$ cat src/rtl/kes_pkg.sv
// Package for the key event scanner: result and lane types, register
// indexes, reset values and the saturating counter add. No dependencies.
package kes_pkg;

  localparam int unsigned KEY_W    = 8;
  localparam int unsigned TICK_W   = 10;
  localparam int unsigned CNT_W    = 16;
  localparam int unsigned CFG_W    = 16;
  localparam int unsigned CFG_IDX_W = 2;

  localparam logic [CFG_IDX_W-1:0] REG_TICK_PERIOD = 2'd0;
  localparam logic [CFG_IDX_W-1:0] REG_DEBOUNCE    = 2'd1;
  localparam logic [CFG_IDX_W-1:0] REG_HOLD_THRESH = 2'd2;

  localparam logic [TICK_W-1:0] TICK_PERIOD_RST = 10'd10;
  localparam logic [CNT_W-1:0]  DEBOUNCE_RST    = 16'd0;
  localparam logic [CNT_W-1:0]  HOLD_THRESH_RST = 16'd500;
  localparam logic [CNT_W-1:0]  CNT_SAT         = 16'hFFFF;

  typedef struct packed {
    logic [TICK_W-1:0] tick_period;
    logic [CNT_W-1:0]  debounce;
    logic [CNT_W-1:0]  hold_thresh;
  } kes_cfg_t;

  typedef struct packed {
    logic pressed;
    logic released;
    logic hold_entry;
    logic held;
  } kes_lane_evt_t;

  typedef struct packed {
    logic [KEY_W-1:0] pressed_mask;
    logic [KEY_W-1:0] released_mask;
    logic [KEY_W-1:0] hold_start_mask;
    logic [KEY_W-1:0] down_mask;
    logic [KEY_W-1:0] idle_mask;
    logic [KEY_W-1:0] held_mask;
  } kes_result_t;

  function automatic logic [CNT_W-1:0] sat_add(input logic [CNT_W-1:0] a,
                                               input logic [TICK_W-1:0] b);
    logic [CNT_W:0] sum;
    sum = {1'b0, a} + {{(CNT_W + 1 - TICK_W){1'b0}}, b};
    return sum[CNT_W] ? CNT_SAT : sum[CNT_W-1:0];
  endfunction

endpackage

$ cat src/rtl/kes_in_if.sv
// Request channel into the key event scanner: one raw key sample.
// Depends on kes_pkg for the field width.
interface kes_in_if;
  logic                     valid;
  logic                     ready;
  logic [kes_pkg::KEY_W-1:0] raw_keys;

  modport source (output valid, output raw_keys, input ready);
  modport sink   (input valid, input raw_keys, output ready);
endinterface

$ cat src/rtl/kes_out_if.sv
// Result channel out of the key event scanner: six key masks.
// Depends on kes_pkg for the field width.
interface kes_out_if;
  logic                     valid;
  logic                     ready;
  logic [kes_pkg::KEY_W-1:0] pressed_mask;
  logic [kes_pkg::KEY_W-1:0] released_mask;
  logic [kes_pkg::KEY_W-1:0] hold_start_mask;
  logic [kes_pkg::KEY_W-1:0] down_mask;
  logic [kes_pkg::KEY_W-1:0] idle_mask;
  logic [kes_pkg::KEY_W-1:0] held_mask;

  modport source (output valid, output pressed_mask, output released_mask,
                  output hold_start_mask, output down_mask, output idle_mask,
                  output held_mask, input ready);
  modport sink   (input valid, input pressed_mask, input released_mask,
                  input hold_start_mask, input down_mask, input idle_mask,
                  input held_mask, output ready);
endinterface

$ cat src/rtl/kes_lane.sv
// One key lane: edge detect, debounce stable timer, hold timer and hold flag.
// Depends on kes_pkg for the configuration and event types.
module kes_lane (
  input  logic              clk,
  input  logic              rst_n,
  input  logic              step,
  input  logic              down,
  input  kes_pkg::kes_cfg_t cfg,
  output kes_pkg::kes_lane_evt_t evt
);

  logic                       last_r, last_nxt;
  logic                       flag_r, flag_nxt;
  logic [kes_pkg::CNT_W-1:0]  stable_r, stable_nxt;
  logic [kes_pkg::CNT_W-1:0]  hold_r, hold_nxt;
  logic [kes_pkg::CNT_W-1:0]  hold_base;
  logic                       changed;
  logic                       flag_base;
  logic                       accrue;
  logic                       start;

  always_comb begin
    changed  = down ^ last_r;
    last_nxt = down;
    if (cfg.debounce == '0) begin
      stable_nxt = down ? kes_pkg::CNT_SAT : '0;
    end else if (!changed) begin
      stable_nxt = down ? kes_pkg::sat_add(stable_r, cfg.tick_period) : '0;
    end else begin
      stable_nxt = down ? {{(kes_pkg::CNT_W - kes_pkg::TICK_W){1'b0}}, cfg.tick_period}
                        : '0;
    end
    hold_base = changed ? '0 : hold_r;
    flag_base = (changed && !down) ? 1'b0 : flag_r;
    accrue    = down && (stable_nxt >= cfg.debounce);
    hold_nxt  = accrue ? kes_pkg::sat_add(hold_base, cfg.tick_period) : hold_base;
    start     = accrue && !flag_base && (hold_nxt >= cfg.hold_thresh);
    flag_nxt  = flag_base | start;

    evt.pressed    = changed & down;
    evt.released   = changed & ~down;
    evt.hold_entry = start;
    evt.held       = flag_nxt;
  end

  always_ff @(posedge clk) begin
    if (!rst_n) begin
      last_r   <= 1'b0;
      flag_r   <= 1'b0;
      stable_r <= '0;
      hold_r   <= '0;
    end else if (step) begin
      last_r   <= last_nxt;
      flag_r   <= flag_nxt;
      stable_r <= stable_nxt;
      hold_r   <= hold_nxt;
    end
  end

endmodule

$ cat src/rtl/kes_merge.sv
// Merges the lane events into the result masks and holds them in a
// two-entry output buffer. Depends on kes_pkg.
module kes_merge #(
  parameter int unsigned NUM_KEYS = 8
) (
  input  logic                          clk,
  input  logic                          rst_n,
  input  logic                          push,
  input  logic [kes_pkg::KEY_W-1:0]     raw_keys,
  input  kes_pkg::kes_lane_evt_t        evt [NUM_KEYS],
  output logic                          has_room,
  output logic                          res_valid,
  input  logic                          res_ready,
  output kes_pkg::kes_result_t          res
);

  kes_pkg::kes_result_t merged;
  kes_pkg::kes_result_t out_r, out_nxt;
  kes_pkg::kes_result_t skid_r, skid_nxt;
  logic                 out_v_r, out_v_nxt;
  logic                 skid_v_r, skid_v_nxt;
  logic                 pop;

  always_comb begin
    merged           = '0;
    merged.down_mask = raw_keys;
    merged.idle_mask = ~raw_keys;
    for (int k = 0; k < kes_pkg::KEY_W; k++) begin
      if (k < NUM_KEYS) begin
        merged.pressed_mask[k]    = evt[k].pressed;
        merged.released_mask[k]   = evt[k].released;
        merged.hold_start_mask[k] = evt[k].hold_entry;
        merged.held_mask[k]       = evt[k].held;
      end
    end
  end

  assign pop       = out_v_r & res_ready;
  assign has_room  = ~skid_v_r;
  assign res_valid = out_v_r;
  assign res       = out_r;

  always_comb begin
    out_nxt    = out_r;
    skid_nxt   = skid_r;
    out_v_nxt  = out_v_r;
    skid_v_nxt = skid_v_r;
    if (pop) begin
      if (skid_v_r) begin
        out_nxt    = skid_r;
        skid_v_nxt = 1'b0;
      end else begin
        out_v_nxt = push;
        out_nxt   = merged;
      end
    end else if (push) begin
      if (out_v_r) begin
        skid_nxt   = merged;
        skid_v_nxt = 1'b1;
      end else begin
        out_nxt   = merged;
        out_v_nxt = 1'b1;
      end
    end
  end

  always_ff @(posedge clk) begin
    if (!rst_n) begin
      out_v_r  <= 1'b0;
      skid_v_r <= 1'b0;
    end else begin
      out_v_r  <= out_v_nxt;
      skid_v_r <= skid_v_nxt;
    end
  end

  always_ff @(posedge clk) begin
    out_r  <= out_nxt;
    skid_r <= skid_nxt;
  end

endmodule

$ cat src/rtl/key_event_scanner_core.sv
// Top level of the key event scanner: configuration registers, one lane per
// key and the merging output stage. Depends on kes_pkg, kes_in_if,
// kes_out_if, kes_lane and kes_merge.
//
//   channel   direction  handshake          payload
//   in_chan   in         valid/ready        raw_keys
//   out_chan  out        valid/ready        pressed, released, hold_start,
//                                           down, idle, held masks
//   cfg_*     in         cfg_we, no ready   cfg_index, cfg_wdata
//
// Each result is registered in a two-entry output buffer, which lets one more
// request in while a result is stalled. All key lanes update in parallel in
// the accepting cycle, so the rate is one sample per clock unless both entries
// are full; in_chan.ready drops only then. Synchronous reset clears all
// counters and flags.
module key_event_scanner_core #(
  parameter int unsigned NUM_KEYS = 8
) (
  input  logic                          clk,
  input  logic                          rst_n,
  kes_in_if.sink                        in_chan,
  kes_out_if.source                     out_chan,
  input  logic                          cfg_we,
  input  logic [kes_pkg::CFG_IDX_W-1:0] cfg_index,
  input  logic [kes_pkg::CFG_W-1:0]     cfg_wdata
);

  kes_pkg::kes_cfg_t      cfg_r, cfg_nxt;
  kes_pkg::kes_lane_evt_t evt [NUM_KEYS];
  kes_pkg::kes_result_t   res;
  logic                   push;
  logic                   has_room;

  always_comb begin
    cfg_nxt = cfg_r;
    if (cfg_we) begin
      unique case (cfg_index)
        kes_pkg::REG_TICK_PERIOD: cfg_nxt.tick_period = cfg_wdata[kes_pkg::TICK_W-1:0];
        kes_pkg::REG_DEBOUNCE:    cfg_nxt.debounce    = cfg_wdata;
        kes_pkg::REG_HOLD_THRESH: cfg_nxt.hold_thresh = cfg_wdata;
        default:                  cfg_nxt = cfg_r;
      endcase
    end
  end

  always_ff @(posedge clk) begin
    if (!rst_n) begin
      cfg_r.tick_period <= kes_pkg::TICK_PERIOD_RST;
      cfg_r.debounce    <= kes_pkg::DEBOUNCE_RST;
      cfg_r.hold_thresh <= kes_pkg::HOLD_THRESH_RST;
    end else begin
      cfg_r <= cfg_nxt;
    end
  end

  assign in_chan.ready = has_room;
  assign push          = in_chan.valid & has_room;

  for (genvar k = 0; k < NUM_KEYS; k++) begin : g_lane
    logic down;
    if (k < kes_pkg::KEY_W) begin : g_real
      assign down = in_chan.raw_keys[k];
    end else begin : g_absent
      assign down = 1'b0;
    end
    kes_lane u_lane (
      .clk   (clk),
      .rst_n (rst_n),
      .step  (push),
      .down  (down),
      .cfg   (cfg_r),
      .evt   (evt[k])
    );
  end

  kes_merge #(
    .NUM_KEYS (NUM_KEYS)
  ) u_merge (
    .clk       (clk),
    .rst_n     (rst_n),
    .push      (push),
    .raw_keys  (in_chan.raw_keys),
    .evt       (evt),
    .has_room  (has_room),
    .res_valid (out_chan.valid),
    .res_ready (out_chan.ready),
    .res       (res)
  );

  assign out_chan.pressed_mask    = res.pressed_mask;
  assign out_chan.released_mask   = res.released_mask;
  assign out_chan.hold_start_mask = res.hold_start_mask;
  assign out_chan.down_mask       = res.down_mask;
  assign out_chan.idle_mask       = res.idle_mask;
  assign out_chan.held_mask       = res.held_mask;

endmodule

$ cat src/flat_wrapper.sv
// flat-port wrapper written by rule: the top's interface ports become plain ports
module key_event_scanner_core_flat 
#(
  parameter int unsigned NUM_KEYS = 8
)
  (clk, rst_n, cfg_we, cfg_index, cfg_wdata, in_chan_valid, in_chan_raw_keys, in_chan_ready, out_chan_valid, out_chan_pressed_mask, out_chan_released_mask, out_chan_hold_start_mask, out_chan_down_mask, out_chan_idle_mask, out_chan_held_mask, out_chan_ready);
  kes_in_if in_chan_i ();
  kes_out_if out_chan_i ();
  input  logic clk;
  input  logic rst_n;
  input  logic cfg_we;
  input  logic [kes_pkg::CFG_IDX_W-1:0] cfg_index;
  input  logic [kes_pkg::CFG_W-1:0] cfg_wdata;
  input wire logic [$bits(in_chan_i.valid)-1:0] in_chan_valid;
  input wire logic [$bits(in_chan_i.raw_keys)-1:0] in_chan_raw_keys;
  output wire logic [$bits(in_chan_i.ready)-1:0] in_chan_ready;
  output wire logic [$bits(out_chan_i.valid)-1:0] out_chan_valid;
  output wire logic [$bits(out_chan_i.pressed_mask)-1:0] out_chan_pressed_mask;
  output wire logic [$bits(out_chan_i.released_mask)-1:0] out_chan_released_mask;
  output wire logic [$bits(out_chan_i.hold_start_mask)-1:0] out_chan_hold_start_mask;
  output wire logic [$bits(out_chan_i.down_mask)-1:0] out_chan_down_mask;
  output wire logic [$bits(out_chan_i.idle_mask)-1:0] out_chan_idle_mask;
  output wire logic [$bits(out_chan_i.held_mask)-1:0] out_chan_held_mask;
  input wire logic [$bits(out_chan_i.ready)-1:0] out_chan_ready;
  assign in_chan_i.valid = in_chan_valid;
  assign in_chan_i.raw_keys = in_chan_raw_keys;
  assign in_chan_ready = in_chan_i.ready;
  assign out_chan_valid = out_chan_i.valid;
  assign out_chan_pressed_mask = out_chan_i.pressed_mask;
  assign out_chan_released_mask = out_chan_i.released_mask;
  assign out_chan_hold_start_mask = out_chan_i.hold_start_mask;
  assign out_chan_down_mask = out_chan_i.down_mask;
  assign out_chan_idle_mask = out_chan_i.idle_mask;
  assign out_chan_held_mask = out_chan_i.held_mask;
  assign out_chan_i.ready = out_chan_ready;
  key_event_scanner_core #(.NUM_KEYS(NUM_KEYS)) u_core (.clk(clk), .rst_n(rst_n), .in_chan(in_chan_i), .out_chan(out_chan_i), .cfg_we(cfg_we), .cfg_index(cfg_index), .cfg_wdata(cfg_wdata));
endmodule
$ cat config.mk
export PLATFORM = sky130hd
export DESIGN_NAME = key_event_scanner_core_flat
export DESIGN_NICKNAME = d
export VERILOG_FILES = /design/src/rtl/kes_pkg.sv /design/src/rtl/kes_in_if.sv /design/src/rtl/kes_out_if.sv /design/src/rtl/kes_lane.sv /design/src/rtl/kes_merge.sv /design/src/rtl/key_event_scanner_core.sv /design/src/flat_wrapper.sv
export SDC_FILE = /design/constraint.sdc
export NUM_CORES = 2
export LEC_CHECK = 0
export BUFFER_PORTS_ARGS = -buffer_cell sky130_fd_sc_hd__buf_2
export CAP_MARGIN = 25
export CORE_ASPECT_RATIO = 0.5
export CORE_MARGIN = 1.5
export CORE_UTILIZATION = 40
export DETAILED_ROUTE_END_ITERATION = 12
export HOLD_SLACK_MARGIN = 0.02
export PLACE_DENSITY_LB_ADDON = 0.05
export SLEW_MARGIN = 0
export SYNTH_ARGS = -nofsm -noshare
export SYNTH_HDL_FRONTEND = slang
export SYNTH_SLANG_ARGS = --single-unit
$ cat constraint.sdc
create_clock -name clk -period 13.6 [get_ports clk]
set_clock_uncertainty 0.1 [all_clocks]
set_input_delay 0.68 -clock clk [delete_from_list [all_inputs] [get_ports clk]]
set_output_delay 0.68 -clock clk [all_outputs]
set_load 0.01 [all_outputs]
# --- Yosys cells after proc, flatten, opt, wreduce, memory -nomap -nowiden ---
# Index checks and enable logic that the tools add are counted.
word_totals:
  reg_bits: 412
  in_bits: 31
  output_inout_bits: 50
op_classes:
  n_addsub: 16
  magnitude_cmp: 16
  n_eq_ne: 4
  n_mux: 87
  n_bitwise: 46
  n_reduce_logical: 59
op_table:
  columns: ["operator", "n"]
  rows:
  - ["$mux W16", 64]
  - ["$add A16 B10 Y17", 16]
  - ["$ge A16 B16 Y1", 16]
  - ["$mux W48", 4]
  - ["$mux W10", 8]
  - ["$logic_and A1 B1 Y1", 32]
  - ["$and A1 B1 Y1", 18]
  - ["$logic_not A1 Y1", 16]
  - ["$logic_not A16 Y1", 1]
  - ["$reduce_and A2 Y1", 6]
  - ["$mux W1", 11]
  - ["$not A1 Y1", 11]
  - ["$not A8 Y8", 1]
  - ["$or A1 B1 Y1", 8]
  - ["$xor A1 B1 Y1", 8]
  - ["$reduce_and A3 Y1", 1]
  - ["$eq A2 B1 Y1 const B", 1]
  - ["$eq A2 B2 Y1 const B", 1]
  - ["$logic_not A2 Y1", 1]
  - ["$ne A2 B1 Y1 const B", 1]
  - ["$ne A2 B2 Y1 const B", 1]
  - ["$reduce_bool A2 Y1", 1]
  - ["$reduce_or A2 Y1", 1]

# --- Depth between registers and ports, before layout ---
depth:
  ltp_word: 14
  depth_mapped: 31

# --- Hierarchy ---
# From an unflattened synthesis, not the netlist that was laid out.
unflattened:
  hier_cells: 4472
  area_unflattened_um2: 36303.6
modules_own_cells:
  columns: ["mod", "n_inst", "cells_per_inst", "area_per_inst_um2", "seq_area_each_um2"]
  rows:
  - ["kes_lane at u_core.g_lane[0].u_lane ...", 5, 510, 3866.2, 680.7]
  - ["kes_lane at u_core.g_lane[6].u_lane", 1, 532, 3920.0, 680.7]
  - ["kes_lane at u_core.g_lane[7].u_lane", 1, 513, 3890.0, 680.7]
  - ["kes_lane at u_core.g_lane[1].u_lane", 1, 529, 3829.9, 680.7]
  - ["kes_merge", 1, 179, 3676.0, 2922.8]
  - ["key_event_scanner_core", 1, 169, 1656.6, 840.8]

# --- Worst setup path before layout ---
# OpenSTA, ideal clock, no wires.
synth_timing:
  path_type: "register to register"
  from: "register u_core.cfg_r[33] (netlist bit)"
  to: "register u_core.u_merge.out_r, in the netlist u_core.u_merge.res[24] (data pin)"
  arrival_ps: 6252
  required_ps: 13224
  setup_slack_ps: 6972
  stages_incl_launch_ff: 28
  path_buffers: 2
  cell_sequence: "dfxtp_1 -> fa_1 -> a21oi_1 -> nand4b_1 -> a31oi_2 -> a31oi_1 -> nor3_1 -> nor3_1 -> o21ai_0 -> nand2_1 -> ha_1 -> nand2b_1 -> a21o_1 -> a211o_1 -> a211oi_1 -> o22ai_2 -> buf_2 -> buf_2 -> a21oi_1 -> ha_1 -> a21o_1 -> a21o_1 -> a21oi_1 -> nor2_1 -> a2111oi_0 -> nor2_1 -> o31ai_1 -> o21ai_0"
synth_lines:
  columns: ["element", "line_no", "rtl"]
  rows:
  - ["start: declaration", "key_event_scanner_core.sv:28", "kes_pkg::kes_cfg_t cfg_r, cfg_nxt;"]
  - ["start signal: assignment", "key_event_scanner_core.sv:52", "cfg_r <= cfg_nxt;"]
  - ["end signal: assignment", "kes_merge.sv:78", "out_r <= out_nxt;"]
  - ["end: declaration", "kes_merge.sv:18", "kes_pkg::kes_result_t out_r, out_nxt;"]

# --- Final worst setup path ---
layout_timing:
  from: "register u_core.cfg_r[36] (netlist bit)"
  to: "register u_core.g_lane[7].u_lane.flag_r"
layout_between:
  elab_chain_len: 11
  elab_cells_between_ends: 15
  cone_classes: "2 x add/sub; 2 x order compare; 7 x mux; 1 x bitwise; 3 x reduce/logical"
layout_rtl:
  columns: ["element", "line_no", "rtl"]
  rows:
  - ["$add A16 B10 Y17 *", "kes_pkg.sv:45", "sum = {1'b0, a} + {{(CNT_W + 1 - TICK_W){1'b0}}, b};"]
  - ["$mux W16 *", "kes_pkg.sv:46", "return sum[CNT_W] ? CNT_SAT : sum[CNT_W-1:0];"]
  - ["$mux W16 *", "kes_lane.sv:28", "stable_nxt = down ? kes_pkg::sat_add(stable_r, cfg.tick_period) : '0;"]
  - ["$mux W16 *", "kes_lane.sv:27", "end else if (!changed) begin"]
  - ["$mux W16 *", "kes_lane.sv:25", "if (cfg.debounce == '0) begin"]
  - ["net u_core.g_lane[7].u_lane.stable_nxt, one bit", "kes_lane.sv:14", "logic [kes_pkg::CNT_W-1:0] stable_r, stable_nxt;"]
  - ["$ge A16 B16 Y1 *", "kes_lane.sv:35", "accrue = down && (stable_nxt >= cfg.debounce);"]
  - ["$logic_and A1 B1 Y1 *", "kes_lane.sv:35", null]
  - ["$mux W16", "kes_lane.sv:36", "hold_nxt = accrue ? kes_pkg::sat_add(hold_base, cfg.tick_period) : hold_base;"]
  - ["$ge A16 B16 Y1", "kes_lane.sv:37", "start = accrue && !flag_base && (hold_nxt >= cfg.hold_thresh);"]
  - ["$logic_and A1 B1 Y1 *", "kes_lane.sv:37", null]
  - ["$or A1 B1 Y1 *", "kes_lane.sv:38", "flag_nxt = flag_base | start;"]
  - ["end signal: assignment", "kes_lane.sv:54", "flag_r <= flag_nxt;"]
  - ["end: declaration", "kes_lane.sv:13", "logic flag_r, flag_nxt;"]
# Mark *: on every way through the listed nets, which the timed path passes. The rest lies on a longest branch.
# A chain may end at the register's enable or synchronous reset.

==> results.ini <==
[synthesis]
synth_enable_flop_cells = 96
synth.area.top_cells = dfxtp_1 (19%), ha_1 (16%), edfxtp_1 (8.5%), nand2_1 (5.9%), a21oi_1 (5.0%)
syn_nets = 4708
ys_ff_latch = 412
syn_area_per_cell_um2 = 8.03
syn_inst = 4229
async_flop_share_pct = 0
synth_commonest_cells = nand2_1 (536), ha_1 (432), nor2_1 (363), a21oi_1 (340), dfxtp_1 (316)
yosysSeqAreaShare_pct = 27.1
synth_area_um2 = 34000
yosysMostFrequentCell = nand2_1
synth_area_leader_cell = dfxtp_1
yosysWarnings = 0
ys_dominant_reg_cell = dfxtp_1
yosysUniqueCellTypes = 105
post-synth-top-area-fraction_pct = 18.6

[sta]
post-route-period-util_pct = 59.5
fin_crit_ns = 8.09
finalSetupViolCount = 0
max_slew_margin_pct = 25.3
rsz0062_at_grt = no
fin_hold_ws_ns = 0.229
hold_viol_final = 0
tns_ns = 0
final_max_slew_viol_count = 0
max_freq_ghz = 0.124
worst_pin_slew_ns = 1.12

[die]
initial_core_util_pct = 40.4
die_x_um = 415
coreArea_um2 = 84000
rows = 75
die_height_um = 209
pin_count = 81
die_area_um2 = 86800

[detailed_routing]
drt_iter0_markers = 2573
firstDrtPassIters = 7
wirelength_um = 122000
ant_nets = 0
avgRoutedWirePerCell_um = 22.7
post_drt_via_cell_ratio = 6.02
drc = 0
vias = 32300

[worst_setup_path]
cpPeakStageDelay_ns = 0.71
r2r_slack_ns = 5.51
crit_top_cell = a21oi_1
critPathLaunchType = flop
critPathKind = flop to flop
reg2reg_depth = 28
cp_max_fo = 20
cp_data_arrival_time_ns = 8.47
rr_startpoint = u_core.cfg_r[36]
crit_path_end_kind = flop
crit_required_ns = 13.98
cp.depth = 28
crit_family = compound AO/OA/AOI/OAI gates
reg2reg_to = u_core.g_lane[7].u_lane.flag_r
cp_num_buf_inv = 1
cpMaxStageDelayCell = o311ai_0

[pwr]
p_comb_share_pct = 30.1
switching_share_pct = 36.3
p_seq_share_pct = 35.8
powerDensity_nw_per_um2 = 104
vdd_ir_drop_max_mv = 0.0946
p_switching_mw = 1.39
power_leakage_nw = 15.7
clkPwrFrac_pct = 34.1
power.internal_mw = 2.45
finalPower_mw = 3.84

[layout]
finalNetCount = 4695
drive_above_1_share_pct = 8.07
final_area_um2 = 37000
fin_util_pct = 44.1
area_growth_pct = 9.11

[grt]
grt_pass1_vias = 30400
grt_max_degree = 127
grt_usage_pct = 27.4
grt_overflow_total = 0
grt_pass1_wl_um = 185000
antenna_found_initial = 2

[clock_network]
path_clk_slew_ns = 0.07
cts_root_buffer = clkbuf_16
cts.sinks = 412
cts_setup_buffers = 0
cts_made_buffers = 45
hold_buffers = 0
clk_latency_ns = 0.62
cts.path.max_buffers = 3
cts_resized = 0
h-tree-depth = 2
cts_tree = yes

[placed_design]
io_buffers = 80
dpl_cell_area_um2 = 35500
hpwl_um = 80500
gp_congestion = 0.884

[hold_path]
hold_depth = 3
hold_path.class = input pin to flop
whs_endpoint = u_core.cfg_r[13]
min-delay-start = cfg_wdata[13]

[run]
drv_cap = 0

[status]
run_status = finished clean

-- final cells by class --
| type | count | area [um^2] |
|---|---|---|
| diodes | 2 | 5.00 |
| inverters | 140 | 528 |
| repair buffers | 145 | 932 |
| multi-input cells | 3472 | 23500 |
| clock inverters | 21 | 203 |
| well taps | 1116 | 1400 |
| flip-flops and latches | 412 | 9220 |
| clock buffers | 61 | 1290 |
| fillers | 8411 | 46900 |
-- per-stage QoR --
step / setup slack [ns] / std cells
2_1_floorplan: 6.97 / 4229
3_3_place_gp: 5.39 / 5282
3_5_place_dp: 5.28 / 5283
4_1_cts: 5.26 / 5365
5_1_grt: 4.99 / 5367
6_report: 5.51 / 5369
-- power by group through the flow --
stage               combinational (mW)  sequential, mW  clock, mW
global route                      1.28            1.38       1.39
detailed placement                1.14            1.40          0
CTS                               1.14            1.38       1.34
finish                            1.16            1.38       1.31
floorplan                        0.794            1.40          0
global placement                  1.12            1.40          0
-- routing by layer --
layer / global-route usage, % / routed length (um) / up-vias
met2: 41.8 / 50600 / 1004
met5: 0 / 0 / -
met1: 40.2 / 60200 / 15500
met3: 4.18 / 8210 / 146
met4: 7.00 / 3030 / 0
li1: - / - / 15600
-- state kept, by name, indices dropped and copies added, names as in the netlist --
register and cells:
u_core.u_merge.skid_r 48, u_core.g_lane.u_lane.last_r 8, u_core.u_merge.skid_v_r 1, u_core.u_merge.res 48, u_core.g_lane.u_lane.hold_r 128, u_core.u_merge.res_valid 1, u_core.cfg_r 42, u_core.g_lane.u_lane.stable_r 128
u_core.g_lane.u_lane.flag_r 8
-- worst register-to-register path, delay by kind of cell (launching register included) --
kind                       cells  cell delay (ns)
adders and majority gates      3             0.95
buffers and inverters          1             0.41
AOI/OAI and AO/OA             16             4.01
DFF                            1             0.59
and+or+nand+nor                8             1.92
-- worst max-delay path by stage --
stage	start	endpoint	slack, ns
CTS	u_core.cfg_r[36]	u_core.u_merge.res[31]	5.26
detailed placement	u_core.cfg_r[36]	u_core.u_merge.res[31]	5.28
global placement	in_chan_raw_keys[2]	u_core.u_merge.res[26]	5.39
finish	u_core.cfg_r[36]	u_core.g_lane[7].u_lane.flag_r	5.51
global route	u_core.cfg_r[36]	u_core.g_lane[7].u_lane.flag_r	4.99
floorplan	u_core.cfg_r[33]	u_core.u_merge.res[24]	6.97
-- logic make-up (layout without fill, tap and decap cells) --
logic type | after synthesis | after routing | share of synthesized area, %
compound gates | 1331 | 1331 | 26.1
xor+xnor | 141 | 141 | 3.64
fa+ha+maj | 448 | 448 | 16.9
buf+inv | 345 | 367 | 4.02
flops | 412 | 412 | 27.1
mux | 45 | 45 | 1.36
other cells | 0 | 2 | 0
simple gates | 1507 | 1507 | 20.9
-- placed cells by master (no fill, tap or decap), types with 33 or more instances in the layout --
master     instances
o31ai_1           33
a211oi_1          41
a22o_1            72
mux2i_1           35
dfxtp_1          306
nand2_1          534
nor3_1            79
buf_4             61
xnor2_1           83
ha_1             432
o21a_1            59
or3_1             35
o211ai_1          36
nand4_1           52
buf_2             79
nor2b_1           33
a21o_1            87
nor2_1           360
and3_1            50
nand2b_1          59
xor2_1            58
and2_1           103
a31oi_1           79
edfxtp_1          96
inv_1            134
o21ai_0          266
clkbuf_16         46
nand3_1           95
a21oi_1          340
Power figures use the tool's default switching activity.
